===== config.mk =====
export PLATFORM = sky130hd
export DESIGN_NAME = keyed_refcount_segment_table_top
export DESIGN_NICKNAME = d
export VERILOG_FILES = /design/src/rtl/core/krst_pkg.sv /design/src/rtl/core/krst_ram.sv /design/src/rtl/core/keyed_refcount_segment_table_top.sv
export SDC_FILE = /design/constraint.sdc
export NUM_CORES = 2
export LEC_CHECK = 0
export ABC_CLOCK_PERIOD_IN_PS = 13060
export BUFFER_PORTS_ARGS = -buffer_cell sky130_fd_sc_hd__buf_2
export CAP_MARGIN = 20
export CORE_UTILIZATION = 39
export CTS_CLUSTER_DIAMETER = 80
export DETAILED_ROUTE_END_ITERATION = 8
export SLEW_MARGIN = 40
export SYNTH_ARGS = -nofsm -noshare
export SYNTH_HDL_FRONTEND = slang
export SYNTH_HIERARCHICAL = 1
export SYNTH_SLANG_ARGS = --single-unit

===== constraint.sdc =====
create_clock -name aclk -period 13.06 [get_ports aclk]
set_input_delay 2.612 -clock aclk [delete_from_list [all_inputs] [get_ports aclk]]
set_output_delay 2.612 -clock aclk [all_outputs]
set_load 0.03 [all_outputs]

===== src/rtl/core/krst_pkg.sv =====
package krst_pkg;

    localparam int SLOTS       = 16;
    localparam int BLOCK_BYTES = 4096;

    localparam int IDX_W  = (SLOTS > 1) ? $clog2(SLOTS) : 1;
    localparam int KEY_W  = 32;
    localparam int CNT_W  = 16;
    localparam int SIZE_W = $clog2(BLOCK_BYTES + 1);
    localparam int OFF_W  = 24;
    localparam int REQ_W  = 32;
    localparam int SID_W  = 8;
    localparam int SEGSZ_W = 17;

    localparam logic [CNT_W-1:0] COUNT_MAX = {CNT_W{1'b1}};

    localparam logic [1:0] FN_CREATE = 2'd0;
    localparam logic [1:0] FN_ATTACH = 2'd1;
    localparam logic [1:0] FN_DETACH = 2'd2;

    typedef enum logic [1:0] {
        ST_OK      = 2'd0,
        ST_FULL    = 2'd1,
        ST_BADSLOT = 2'd2,
        ST_SAT     = 2'd3
    } status_t;

    typedef struct packed {
        logic [KEY_W-1:0]  key;
        logic [CNT_W-1:0]  cnt;
        logic [SIZE_W-1:0] size;
    } slot_word_t;

    localparam int WORD_W = $bits(slot_word_t);

    function automatic logic [OFF_W-1:0] offset_of(input logic [IDX_W-1:0] s);
        logic [31:0] p;
        p = 32'(s) * 32'(BLOCK_BYTES);
        return p[OFF_W-1:0];
    endfunction

endpackage


===== src/rtl/core/krst_ram.sv =====
module krst_ram #(
    parameter int WIDTH = 8,
    parameter int DEPTH = 16
) (
    input  logic                                   aclk,
    input  logic                                   we,
    input  logic [((DEPTH > 1) ? $clog2(DEPTH) : 1)-1:0] waddr,
    input  logic [WIDTH-1:0]                       wdata,
    input  logic                                   re,
    input  logic [((DEPTH > 1) ? $clog2(DEPTH) : 1)-1:0] raddr,
    output logic [WIDTH-1:0]                       rdata
);

    logic [WIDTH-1:0] mem [DEPTH];
    logic [WIDTH-1:0] rdata_reg;

    always_ff @(posedge aclk) begin
        if (we) begin
            mem[waddr] <= wdata;
        end
        if (re) begin
            rdata_reg <= mem[raddr];
        end
    end

    assign rdata = rdata_reg;

endmodule


===== src/rtl/core/keyed_refcount_segment_table_top.sv =====
// A create scans the slots from slot 0 up to the hit, the free slot or the end (at
// most SLOTS); attach and detach read the one named slot; a rejected operation reads
// nothing. Each then raises m_valid, waiting while an earlier result beat is not taken.
// A new input beat is taken only once the previous item has become a result beat;
// the slot scan reads one table entry a cycle.
// Reset empties the table at once through per-slot written flags; no clearing pass.
module keyed_refcount_segment_table_top
    import krst_pkg::*;
(
    input  logic               aclk,
    input  logic               aresetn,
    input  logic               s_valid,
    output logic               s_ready,
    input  logic [1:0]         s_func,
    input  logic [KEY_W-1:0]   s_seg_key,
    input  logic [REQ_W-1:0]   s_request_size,
    input  logic [SID_W-1:0]   s_slot_id,
    output logic               m_valid,
    input  logic               m_ready,
    output logic [1:0]         m_status,
    output logic [SID_W-1:0]   m_slot_index,
    output logic [OFF_W-1:0]   m_byte_offset,
    output logic [SEGSZ_W-1:0] m_seg_size,
    output logic [CNT_W-1:0]   m_ref_count
);

    typedef enum logic [1:0] {S_IDLE, S_SCAN, S_LOOK, S_ERR} state_t;

    state_t             state_reg, state_next;
    logic [IDX_W-1:0]   idx_reg, idx_next;
    logic [1:0]         func_reg;
    logic [KEY_W-1:0]   key_reg;
    logic [SIZE_W-1:0]  size_reg;
    logic [SID_W-1:0]   sid_reg;
    logic [SLOTS-1:0]   vld_reg;
    logic               vld_q_reg;

    logic               m_valid_reg, m_valid_next;
    status_t            m_status_reg, m_status_next;
    logic [SID_W-1:0]   m_slot_reg, m_slot_next;
    logic [OFF_W-1:0]   m_off_reg, m_off_next;
    logic [SEGSZ_W-1:0] m_size_reg, m_size_next;
    logic [CNT_W-1:0]   m_cnt_reg, m_cnt_next;

    logic               rd_en, wr_en, ld, out_free, accept, sid_ok;
    logic [IDX_W-1:0]   rd_addr;
    slot_word_t         wr_word, q_word, entry;
    logic [WORD_W-1:0]  ram_q;
    logic               live, hit, last;
    logic [SIZE_W-1:0]  clamp_size;
    logic [CNT_W-1:0]   dec_cnt;

    krst_ram #(
        .WIDTH(WORD_W),
        .DEPTH(SLOTS)
    ) u_ram (
        .aclk (aclk),
        .we   (wr_en),
        .waddr(idx_reg),
        .wdata(wr_word),
        .re   (rd_en),
        .raddr(rd_addr),
        .rdata(ram_q)
    );

    // A slot never written reads as the reset value: all zero, free.
    assign q_word = slot_word_t'(ram_q);
    assign entry  = vld_q_reg ? q_word : '0;
    assign live   = (entry.cnt != '0);
    assign hit    = live && (entry.key == key_reg);
    assign last   = (idx_reg == IDX_W'(SLOTS - 1));
    assign dec_cnt = entry.cnt - CNT_W'(1);

    assign accept     = s_valid && s_ready;
    assign out_free   = !m_valid_reg || m_ready;
    assign sid_ok     = ({1'b0, s_slot_id} < 9'(SLOTS));
    assign clamp_size = (s_request_size > REQ_W'(BLOCK_BYTES)) ? SIZE_W'(BLOCK_BYTES)
                                                               : s_request_size[SIZE_W-1:0];

    always_comb begin
        state_next    = state_reg;
        idx_next      = idx_reg;
        rd_en         = 1'b0;
        rd_addr       = idx_reg + IDX_W'(1);
        wr_en         = 1'b0;
        wr_word       = entry;
        ld            = 1'b0;
        m_status_next = m_status_reg;
        m_slot_next   = m_slot_reg;
        m_off_next    = m_off_reg;
        m_size_next   = m_size_reg;
        m_cnt_next    = m_cnt_reg;

        unique case (state_reg)
            S_IDLE: begin
                if (s_valid) begin
                    case (s_func)
                        FN_CREATE: begin
                            rd_en      = 1'b1;
                            rd_addr    = '0;
                            idx_next   = '0;
                            state_next = S_SCAN;
                        end
                        FN_ATTACH, FN_DETACH: begin
                            if (sid_ok) begin
                                rd_en      = 1'b1;
                                rd_addr    = s_slot_id[IDX_W-1:0];
                                idx_next   = s_slot_id[IDX_W-1:0];
                                state_next = S_LOOK;
                            end else begin
                                state_next = S_ERR;
                            end
                        end
                        default: state_next = S_ERR;
                    endcase
                end
            end
            S_SCAN: begin
                if (hit || !live || last) begin
                    if (out_free) begin
                        ld          = 1'b1;
                        state_next  = S_IDLE;
                        m_slot_next = SID_W'(idx_reg);
                        m_off_next  = offset_of(idx_reg);
                        if (hit && entry.cnt == COUNT_MAX) begin
                            m_status_next = ST_SAT;
                            m_size_next   = SEGSZ_W'(entry.size);
                            m_cnt_next    = entry.cnt;
                        end else if (hit) begin
                            wr_en         = 1'b1;
                            wr_word.cnt   = entry.cnt + CNT_W'(1);
                            m_status_next = ST_OK;
                            m_size_next   = SEGSZ_W'(entry.size);
                            m_cnt_next    = entry.cnt + CNT_W'(1);
                        end else if (!live) begin
                            wr_en         = 1'b1;
                            wr_word.key   = key_reg;
                            wr_word.cnt   = CNT_W'(1);
                            wr_word.size  = size_reg;
                            m_status_next = ST_OK;
                            m_size_next   = SEGSZ_W'(size_reg);
                            m_cnt_next    = CNT_W'(1);
                        end else begin
                            m_status_next = ST_FULL;
                            m_slot_next   = '0;
                            m_off_next    = '0;
                            m_size_next   = '0;
                            m_cnt_next    = '0;
                        end
                    end
                end else begin
                    rd_en    = 1'b1;
                    idx_next = idx_reg + IDX_W'(1);
                end
            end
            S_LOOK: begin
                if (out_free) begin
                    ld          = 1'b1;
                    state_next  = S_IDLE;
                    m_slot_next = sid_reg;
                    if (!live) begin
                        m_status_next = ST_BADSLOT;
                        m_off_next    = '0;
                        m_size_next   = '0;
                        m_cnt_next    = '0;
                    end else if (func_reg == FN_ATTACH) begin
                        m_status_next = ST_OK;
                        m_off_next    = offset_of(idx_reg);
                        m_size_next   = SEGSZ_W'(entry.size);
                        m_cnt_next    = entry.cnt;
                    end else begin
                        wr_en         = 1'b1;
                        wr_word.cnt   = dec_cnt;
                        wr_word.key   = (dec_cnt == '0) ? '0 : entry.key;
                        m_status_next = ST_OK;
                        m_off_next    = '0;
                        m_size_next   = SEGSZ_W'(entry.size);
                        m_cnt_next    = dec_cnt;
                    end
                end
            end
            S_ERR: begin
                if (out_free) begin
                    ld            = 1'b1;
                    state_next    = S_IDLE;
                    m_status_next = ST_BADSLOT;
                    m_slot_next   = (func_reg == FN_ATTACH || func_reg == FN_DETACH)
                                    ? sid_reg : '0;
                    m_off_next    = '0;
                    m_size_next   = '0;
                    m_cnt_next    = '0;
                end
            end
            default: state_next = S_IDLE;
        endcase

        if (ld) begin
            m_valid_next = 1'b1;
        end else if (m_ready) begin
            m_valid_next = 1'b0;
        end else begin
            m_valid_next = m_valid_reg;
        end
    end

    always_ff @(posedge aclk) begin
        if (!aresetn) begin
            state_reg   <= S_IDLE;
            m_valid_reg <= 1'b0;
            vld_reg     <= '0;
            vld_q_reg   <= 1'b0;
            idx_reg     <= '0;
        end else begin
            state_reg   <= state_next;
            m_valid_reg <= m_valid_next;
            idx_reg     <= idx_next;
            if (wr_en) begin
                vld_reg[idx_reg] <= 1'b1;
            end
            if (rd_en) begin
                vld_q_reg <= vld_reg[rd_addr];
            end
        end
        if (accept) begin
            func_reg <= s_func;
            key_reg  <= s_seg_key;
            size_reg <= clamp_size;
            sid_reg  <= s_slot_id;
        end
        m_status_reg <= m_status_next;
        m_slot_reg   <= m_slot_next;
        m_off_reg    <= m_off_next;
        m_size_reg   <= m_size_next;
        m_cnt_reg    <= m_cnt_next;
    end

    assign s_ready       = (state_reg == S_IDLE);
    assign m_valid       = m_valid_reg;
    assign m_status      = m_status_reg;
    assign m_slot_index  = m_slot_reg;
    assign m_byte_offset = m_off_reg;
    assign m_seg_size    = m_size_reg;
    assign m_ref_count   = m_cnt_reg;

    // The table is only written while a looked-up entry is being resolved.
    a_write_state: assert property (@(posedge aclk) disable iff (!aresetn)
        wr_en |-> (state_reg == S_SCAN || state_reg == S_LOOK))
        else $error("table write outside of a lookup");

    // A resolved item always shows up as a result beat in the next cycle.
    a_load_valid: assert property (@(posedge aclk) disable iff (!aresetn)
        ld |=> (m_valid && state_reg == S_IDLE))
        else $error("result beat missing after resolve");

    // A full table reports nothing but the status.
    a_full_zero: assert property (@(posedge aclk) disable iff (!aresetn)
        (m_valid && m_status == ST_FULL) |->
        (m_slot_index == '0 && m_ref_count == '0 && m_byte_offset == '0))
        else $error("full status with nonzero fields");

    // A successful create never reports a free slot.
    a_ok_count: assert property (@(posedge aclk) disable iff (!aresetn)
        (ld && m_status_next == ST_OK && state_reg == S_SCAN) |-> (m_cnt_next != '0))
        else $error("create reported zero count");

endmodule

# Word-level counts from Yosys, hierarchy flattened
# Memories as Yosys holds them, arrays and structs flattened. A register that Yosys moved wholly into a read port is not among the register bits.
# Cells that the tools add are included.
[classes]
n_addsub = 3
magnitude_cmp = 5
n_eq_ne = 18
mux = 101
bitwise = 1
reduce_logical = 22
[op_table]
columns = ["cell", "count"]
rows = [
  ["2-to-1 mux 61 bit", 5],
  ["2-to-1 mux 16 bit", 14],
  ["2-to-1 mux 48 bit", 3],
  ["2-to-1 mux 24 bit", 4],
  ["one-hot mux 48 bit (2 select lines)", 1],
  ["2-to-1 mux 13 bit", 6],
  ["one-hot mux 24 bit (3 select lines)", 1],
  ["2-to-1 mux 17 bit", 4],
  ["2-to-1 mux 32 bit", 2],
  ["one-hot mux 17 bit (3 select lines)", 1],
  ["one-hot mux 16 bit (3 select lines)", 1],
  ["2-to-1 mux 8 bit", 5],
  ["2-to-1 mux 4 bit", 9],
  ["== test 32 bit", 1],
  ["greater-than comparator 32 x 13 -> 1 bit (second input constant)", 1],
  ["one-hot mux 4 bit (2 select lines)", 3],
  ["one-hot mux 8 bit (3 select lines)", 1],
  ["2-to-1 mux 1 bit", 23],
  ["2-to-1 mux 2 bit", 9],
  ["adder 16 x 1 -> 16 bit (second input constant)", 1],
  ["== test 16 bit (second input constant)", 1],
  ["zero test 16 bit", 1],
  ["OR 16 bit", 1],
  ["nonzero test 16 bit", 1],
  ["other kinds (25)", 51],
]
[totals]
ff_bits = 146
mem_bits_rw = 976
in_bits = 78
output_inout_bits = 69
elab_cells = 165
n_memories = 1
[mem_list]
columns = ["name", "depth", "word_bits", "read_ports", "rd_ports_with_merged_regs", "wr", "line_no", "source"]
rows = [
  ["u_ram.mem", 16, 61, 1, 1, 1, "krst_ram.sv:14", "logic [WIDTH-1:0] mem [DEPTH];"],
]

# Logic depth before layout (Yosys ltp)
[logic_depth]
ltp_word = 10
mapped_depth = 16
mapped_depth_nobuf = 11

# By module
# The synthesis kept the hierarchy.
[modules_own_cells]
columns = ["module", "n_inst", "cells_per_inst", "area_per_inst_um2", "seq_area_each_um2"]
rows = [
  ["krst_ram", 1, 1572, 38375.6, 31139.9],
  ["keyed_refcount_segment_table_top", 1, 930, 8433.1, 3423.3],
]

# Worst setup path before layout
# Ideal clock, no wire load.
[synth_path]
path_kind = "in2reg"
startpoint = "in m_ready"
endpoint = "mem u_ram/mem[0][0] (netlist name) (enable)"
setup_ns = 0.555
t_arrival_ns = 8.203
required_time_ns = 12.505
slack_ns = 4.302
stages = 8
n_path_buf = 1
path_cell_list = "nor2b_1 nor2_1 nand2_1 or3_1 buf_2 nand2_1 or3b_2 nor3_1"
[synth_via]
elab_chain_cells = 6
elab_cells_between_ends = 7
cone_classes = "6 x mux; 1 x reduce/logical"
[synth_lines]
columns = ["item", "line_no", "source"]
rows = [
  ["start: declaration", "keyed_refcount_segment_table_top.sv:19", "input logic m_ready,"],
  ["logical OR 1 bit *", "keyed_refcount_segment_table_top.sv:75", "assign out_free = !m_valid_reg || m_ready;"],
  ["2-to-1 mux 1 bit", "keyed_refcount_segment_table_top.sv:120", "if (out_free) begin"],
  ["2-to-1 mux 1 bit", "keyed_refcount_segment_table_top.sv:119", "if (hit || !live || last) begin"],
  ["one-hot mux 1 bit (2 select lines) *", "keyed_refcount_segment_table_top.sv:94", "unique case (state_reg)"],
  ["net wr_en", "keyed_refcount_segment_table_top.sv:45", "logic rd_en, wr_en, ld, out_free, accept, sid_ok;"],
  ["2-to-1 mux 1 bit *", "krst_ram.sv:18", "if (we) begin"],
  ["2-to-1 mux 1 bit (not written as such) *", "krst_ram.sv:19", "mem[waddr] <= wdata;"],
  ["end: declaration", "krst_ram.sv:14", ""],
]
# The timed path passes the listed nets; every way through them passes the cells marked *.

# Worst setup path in the final report
[layout_path]
startpoint = "reg vld_q_reg"
endpoint = "mem u_ram/mem[10][17] (netlist name) (enable)"
[layout_via]
elab_chain_cells = 10
elab_cells_between_ends = 19
cone_classes = "2 x eq/ne; 11 x mux; 6 x reduce/logical"
[layout_lines]
columns = ["item", "line_no", "source"]
rows = [
  ["start: declaration", "keyed_refcount_segment_table_top.sv:36", "logic vld_q_reg;"],
  ["start signal: assignment", "keyed_refcount_segment_table_top.sv:221", "vld_q_reg <= vld_reg[rd_addr];"],
  ["2-to-1 mux 61 bit *", "keyed_refcount_segment_table_top.sv:68", "assign entry = vld_q_reg ? q_word : '0;"],
  ["== test 32 bit / nonzero test 16 bit (equally long branches)", "keyed_refcount_segment_table_top.sv:70, keyed_refcount_segment_table_top.sv:69", ""],
  ["logical AND 1 bit / 2-to-1 mux 1 bit (equally long branches)", "keyed_refcount_segment_table_top.sv:70, keyed_refcount_segment_table_top.sv:135", ""],
  ["2-to-1 mux 1 bit / logical AND 1 bit (equally long branches)", "keyed_refcount_segment_table_top.sv:129, keyed_refcount_segment_table_top.sv:125", ""],
  ["2-to-1 mux 1 bit", "keyed_refcount_segment_table_top.sv:125", "if (hit && entry.cnt == COUNT_MAX) begin"],
  ["2-to-1 mux 1 bit", "keyed_refcount_segment_table_top.sv:120", ""],
  ["2-to-1 mux 1 bit", "keyed_refcount_segment_table_top.sv:119", ""],
  ["one-hot mux 1 bit (2 select lines) *", "keyed_refcount_segment_table_top.sv:94", ""],
  ["net wr_en", "keyed_refcount_segment_table_top.sv:45", ""],
  ["2-to-1 mux 1 bit *", "krst_ram.sv:18", ""],
  ["2-to-1 mux 1 bit (not written as such) *", "krst_ram.sv:19", ""],
]
# Marks and branches as above.

==> metrics <==
skew final between 0.05 and 0.06 ns; r2r setup slk approximately 6.1 ns; first-pass GRT wire length roughly 170000 um; setup_tns 0 ns; DRT antenna net count 0; Largest register FFs 976; HP Start vld_reg[3]$_SDFFE_PN0P_; Highest Clock Rate between 100 and 150 MHz; largest net degree at the start of global routing 74; ys async rst share 0; Seq/Total Area, Yosys 0.738; CTS Sinks roughly 1200; slowest library cell on the worst path dfxtp_4; IO buf count around 120; Slew headroom 0.413; Reg-to-Reg End u_ram/mem[10][17]$_DFFE_PP_; chip height between 300 and 400 um; crit path cell chain buf_4 -> nand4b_1 -> o22ai_1 -> o22ai_1 -> nor4_2 -> nand2_1 -> or3_1 -> nand2_1 -> nand3b_1 -> nor2_4 -> buf_4 -> buf_4; RSZ-0062 raised after global routing false; worst slew pin tran a little under 0.9 ns; EDFF count, synth between 1000 and 1500; floorplan die width 348 um; cells on worst reg2reg path 12; WHS Endpoint vld_reg[3]$_SDFFE_PN0P_; Rows 126; Max-Cap Viols 0; endpoints failing hold 0; Vias per Instance around 5.8; Clock Tree Buf Depth 3; drt pass-1 iters 5; WL/cell around 27 um; Antenna Cells 0; overall routed net length 117000 um; Req. time, crit path about 13 ns; hold buffer count at cts 0; Layout Nets between 2000 and 3000; initial antenna violation count 2; Core Box Area ~0.12 mm2; gr usage total 0.193; Post-Syn Instances between 2000 and 3000; Starting Density 0.395; final setup fails 0; Syn Std Cell Area ~0.047 mm2; fin crit share 0.532; CP Data Arrival Time between 7 and 8 ns; # resized after CTS 0; CTS Root Cell clkbuf_16; Area after DPL about 0.05 mm2; YS warnings 6; Worst Hold Class reg -> reg; TritonCTS Buffers between 100 and 150; synth unique cells between 70 and 80; RR Startpoint vld_q_reg$_SDFFE_PN0P_; CP Buf/Inv Count 3; Syn Area/Cell around 19 um2; First DRT Iteration DRCs 3035; Final Max Slew Viols 0; clock latency on the worst-skew pair a little over 0.7 ns; total gr overflow 0; status completed; top_reg_cell synth edfxtp_1; crit-path leading delay family simple AND/OR/NAND/NOR gates; dpl cells between 4000 and 5000; vias in the first global route between 20000 and 30000; via count roughly 25000; DRC errors left 0; Area Growth Syn to Fin 13.5%; crit-path max FO between 70 and 80; crit-path max cell delay a little under 0.9 ns; Startpoint Class flip-flop; Final Instance Area ~0.053 mm2; power per cell area between 150 and 200 mW/mm2; final non-filler cell total ~4400; H-Tree Depth 3; crit path time final between 6 and 7 ns; most frequent cell on the critical path buf_4; Hold Crit Depth 2; IO Count ~150; Yosys reg bits between 1000 and 1500; Die Area approximately 0.12 mm2; hpwl dp ~64000 um; CTS tree done; setup bufs post-CTS 0; class of the most critical setup path reg -> reg; Leakage 17.0 nW; crit end category flip-flop; RD Place Congestion between 0.8 and 0.9; layout cells sized above 1 0.245; Worst VDD drop 0.127 mV; clk slew on worst S/H paths ~0.07 ns
-- worst reg2reg max path: cells and delay by family, from the launching register on --
kind                   cells  cell delay, ns
flip-flops                 1            0.87
AND/OR/NAND/NOR            7            3.52
AO/OA/AOI/OAI              2            0.35
buffers and inverters      3            1.79
-- how the worst max path moves through the flow --
stage / from / endpoint / cells past startpoint
floorplan: m_ready / u_ram/mem[0][0]$_DFFE_PP_ / 8
global placement: s_slot_id[7] / u_ram/rdata[46]$_DFFE_PP_ / 11
detailed placement: s_slot_id[7] / u_ram/rdata[44]$_DFFE_PP_ / 11
CTS: vld_q_reg$_SDFFE_PN0P_ / u_ram/mem[10][21]$_DFFE_PP_ / 12
global route: vld_q_reg$_SDFFE_PN0P_ / u_ram/mem[10][21]$_DFFE_PP_ / 12
finish: vld_q_reg$_SDFFE_PN0P_ / u_ram/mem[10][17]$_DFFE_PP_ / 12
-- area by class of cell --
class / count / area, um2
Sequential cell: 1159 / 34600
Clock buffer: 132 / 2920
Fill cell: 10100 / 65400
Clock inverter: 79 / 696
Timing Repair Buffer: 206 / 1300
Multi-Input combinational cell: 1168 / 11500
Tap cell: 1600 / 2000
Inverter: 30 / 126
-- per-stage QoR --
| step | hold WS [ns] | total power, mW | worst slack, ns | util |
|---|---|---|---|---|
| 2_1_floorplan | 0.425 | 6.03 | 4.30 | - |
| 3_3_place_gp | 0.437 | 6.58 | 5.53 | 0.416 |
| 3_5_place_dp | 0.448 | 6.65 | 5.93 | 0.418 |
| 4_1_cts | 0.458 | 9.82 | 6.27 | 0.448 |
| 5_1_grt | 0.477 | 10.1 | 5.89 | 0.448 |
| 6_report | 0.460 | 9.74 | 6.12 | 0.448 |
-- cells in the mapped netlist, types with 30 or more instances --
cell type / instances / area, um2
clkbuf_1: 81 / 304
a21oi_1: 42 / 210
nor3_1: 34 / 170
edfxtp_1: 1135 / 34100
nand3_1: 37 / 185
a22o_1: 37 / 324
o22ai_1: 48 / 300
nor2_1: 69 / 259
nand2_1: 156 / 586
o21a_1: 31 / 233
o21ai_0: 46 / 230
mux4_2: 244 / 5500
buf_2: 30 / 150
a22oi_1: 130 / 976
buf_4: 30 / 225
-- routing by layer --
metal | GRT usage | share of wire | vias to the layer above
met5 | 0 | 0 | -
met4 | 0.0456 | 0.019 | 0
met3 | 0.0290 | 0.071 | 167
met2 | 0.312 | 0.48 | 1101
met1 | 0.274 | 0.43 | 13400
li1 | - | - | 10600
-- power breakdown --
group          internal [mW]  leakage [nW]  switching, mW  total [mW]
Clock                   1.78          1.77           1.40        3.18
Sequential              4.46          10.7          0.113        4.58
Combinational          0.732          4.47           1.25        1.98
-- cells in the final DEF (no fill, tap or decap), types with 15 or more instances in the layout --
| cell type | netlist | routed |
|---|---|---|
| a211oi_1 | 16 | 16 |
| a21oi_1 | 42 | 40 |
| a22o_1 | 37 | 37 |
| a22oi_1 | 130 | 130 |
| and2_1 | 29 | 28 |
| buf_2 | 30 | 125 |
| buf_4 | 30 | 68 |
| clkbuf_1 | 81 | 18 |
| clkbuf_16 | 0 | 114 |
| clkinv_1 | 1 | 28 |
| clkinv_2 | 0 | 28 |
| conb_1 | 1 | 24 |
| dfxtp_1 | 24 | 23 |
| edfxtp_1 | 1135 | 1135 |
| inv_1 | 29 | 26 |
| mux4_2 | 244 | 244 |
| nand2_1 | 156 | 155 |
| nand3_1 | 37 | 37 |
| nand4b_1 | 16 | 16 |
| nor2_1 | 69 | 54 |
| nor2_4 | 1 | 15 |
| nor3_1 | 34 | 29 |
| o21a_1 | 31 | 31 |
| o21ai_0 | 46 | 43 |
| o22ai_1 | 48 | 48 |
| xnor2_1 | 17 | 17 |
| xor2_1 | 24 | 24 |
-- cells by family (layout without fill, tap and decap cells) --
family	count (synthesis)	after routing	synth area share
flops	1159	1159	0.738
compound gates	422	422	0.0641
simple gates	407	407	0.0427
mux	260	260	0.121
buf+inv	198	447	0.0225
xor+xnor	41	41	0.00767
fa+ha+maj	14	14	0.00374
other cells	1	24	0.0000801
Note: power is estimated with default switching activity, not from simulation.
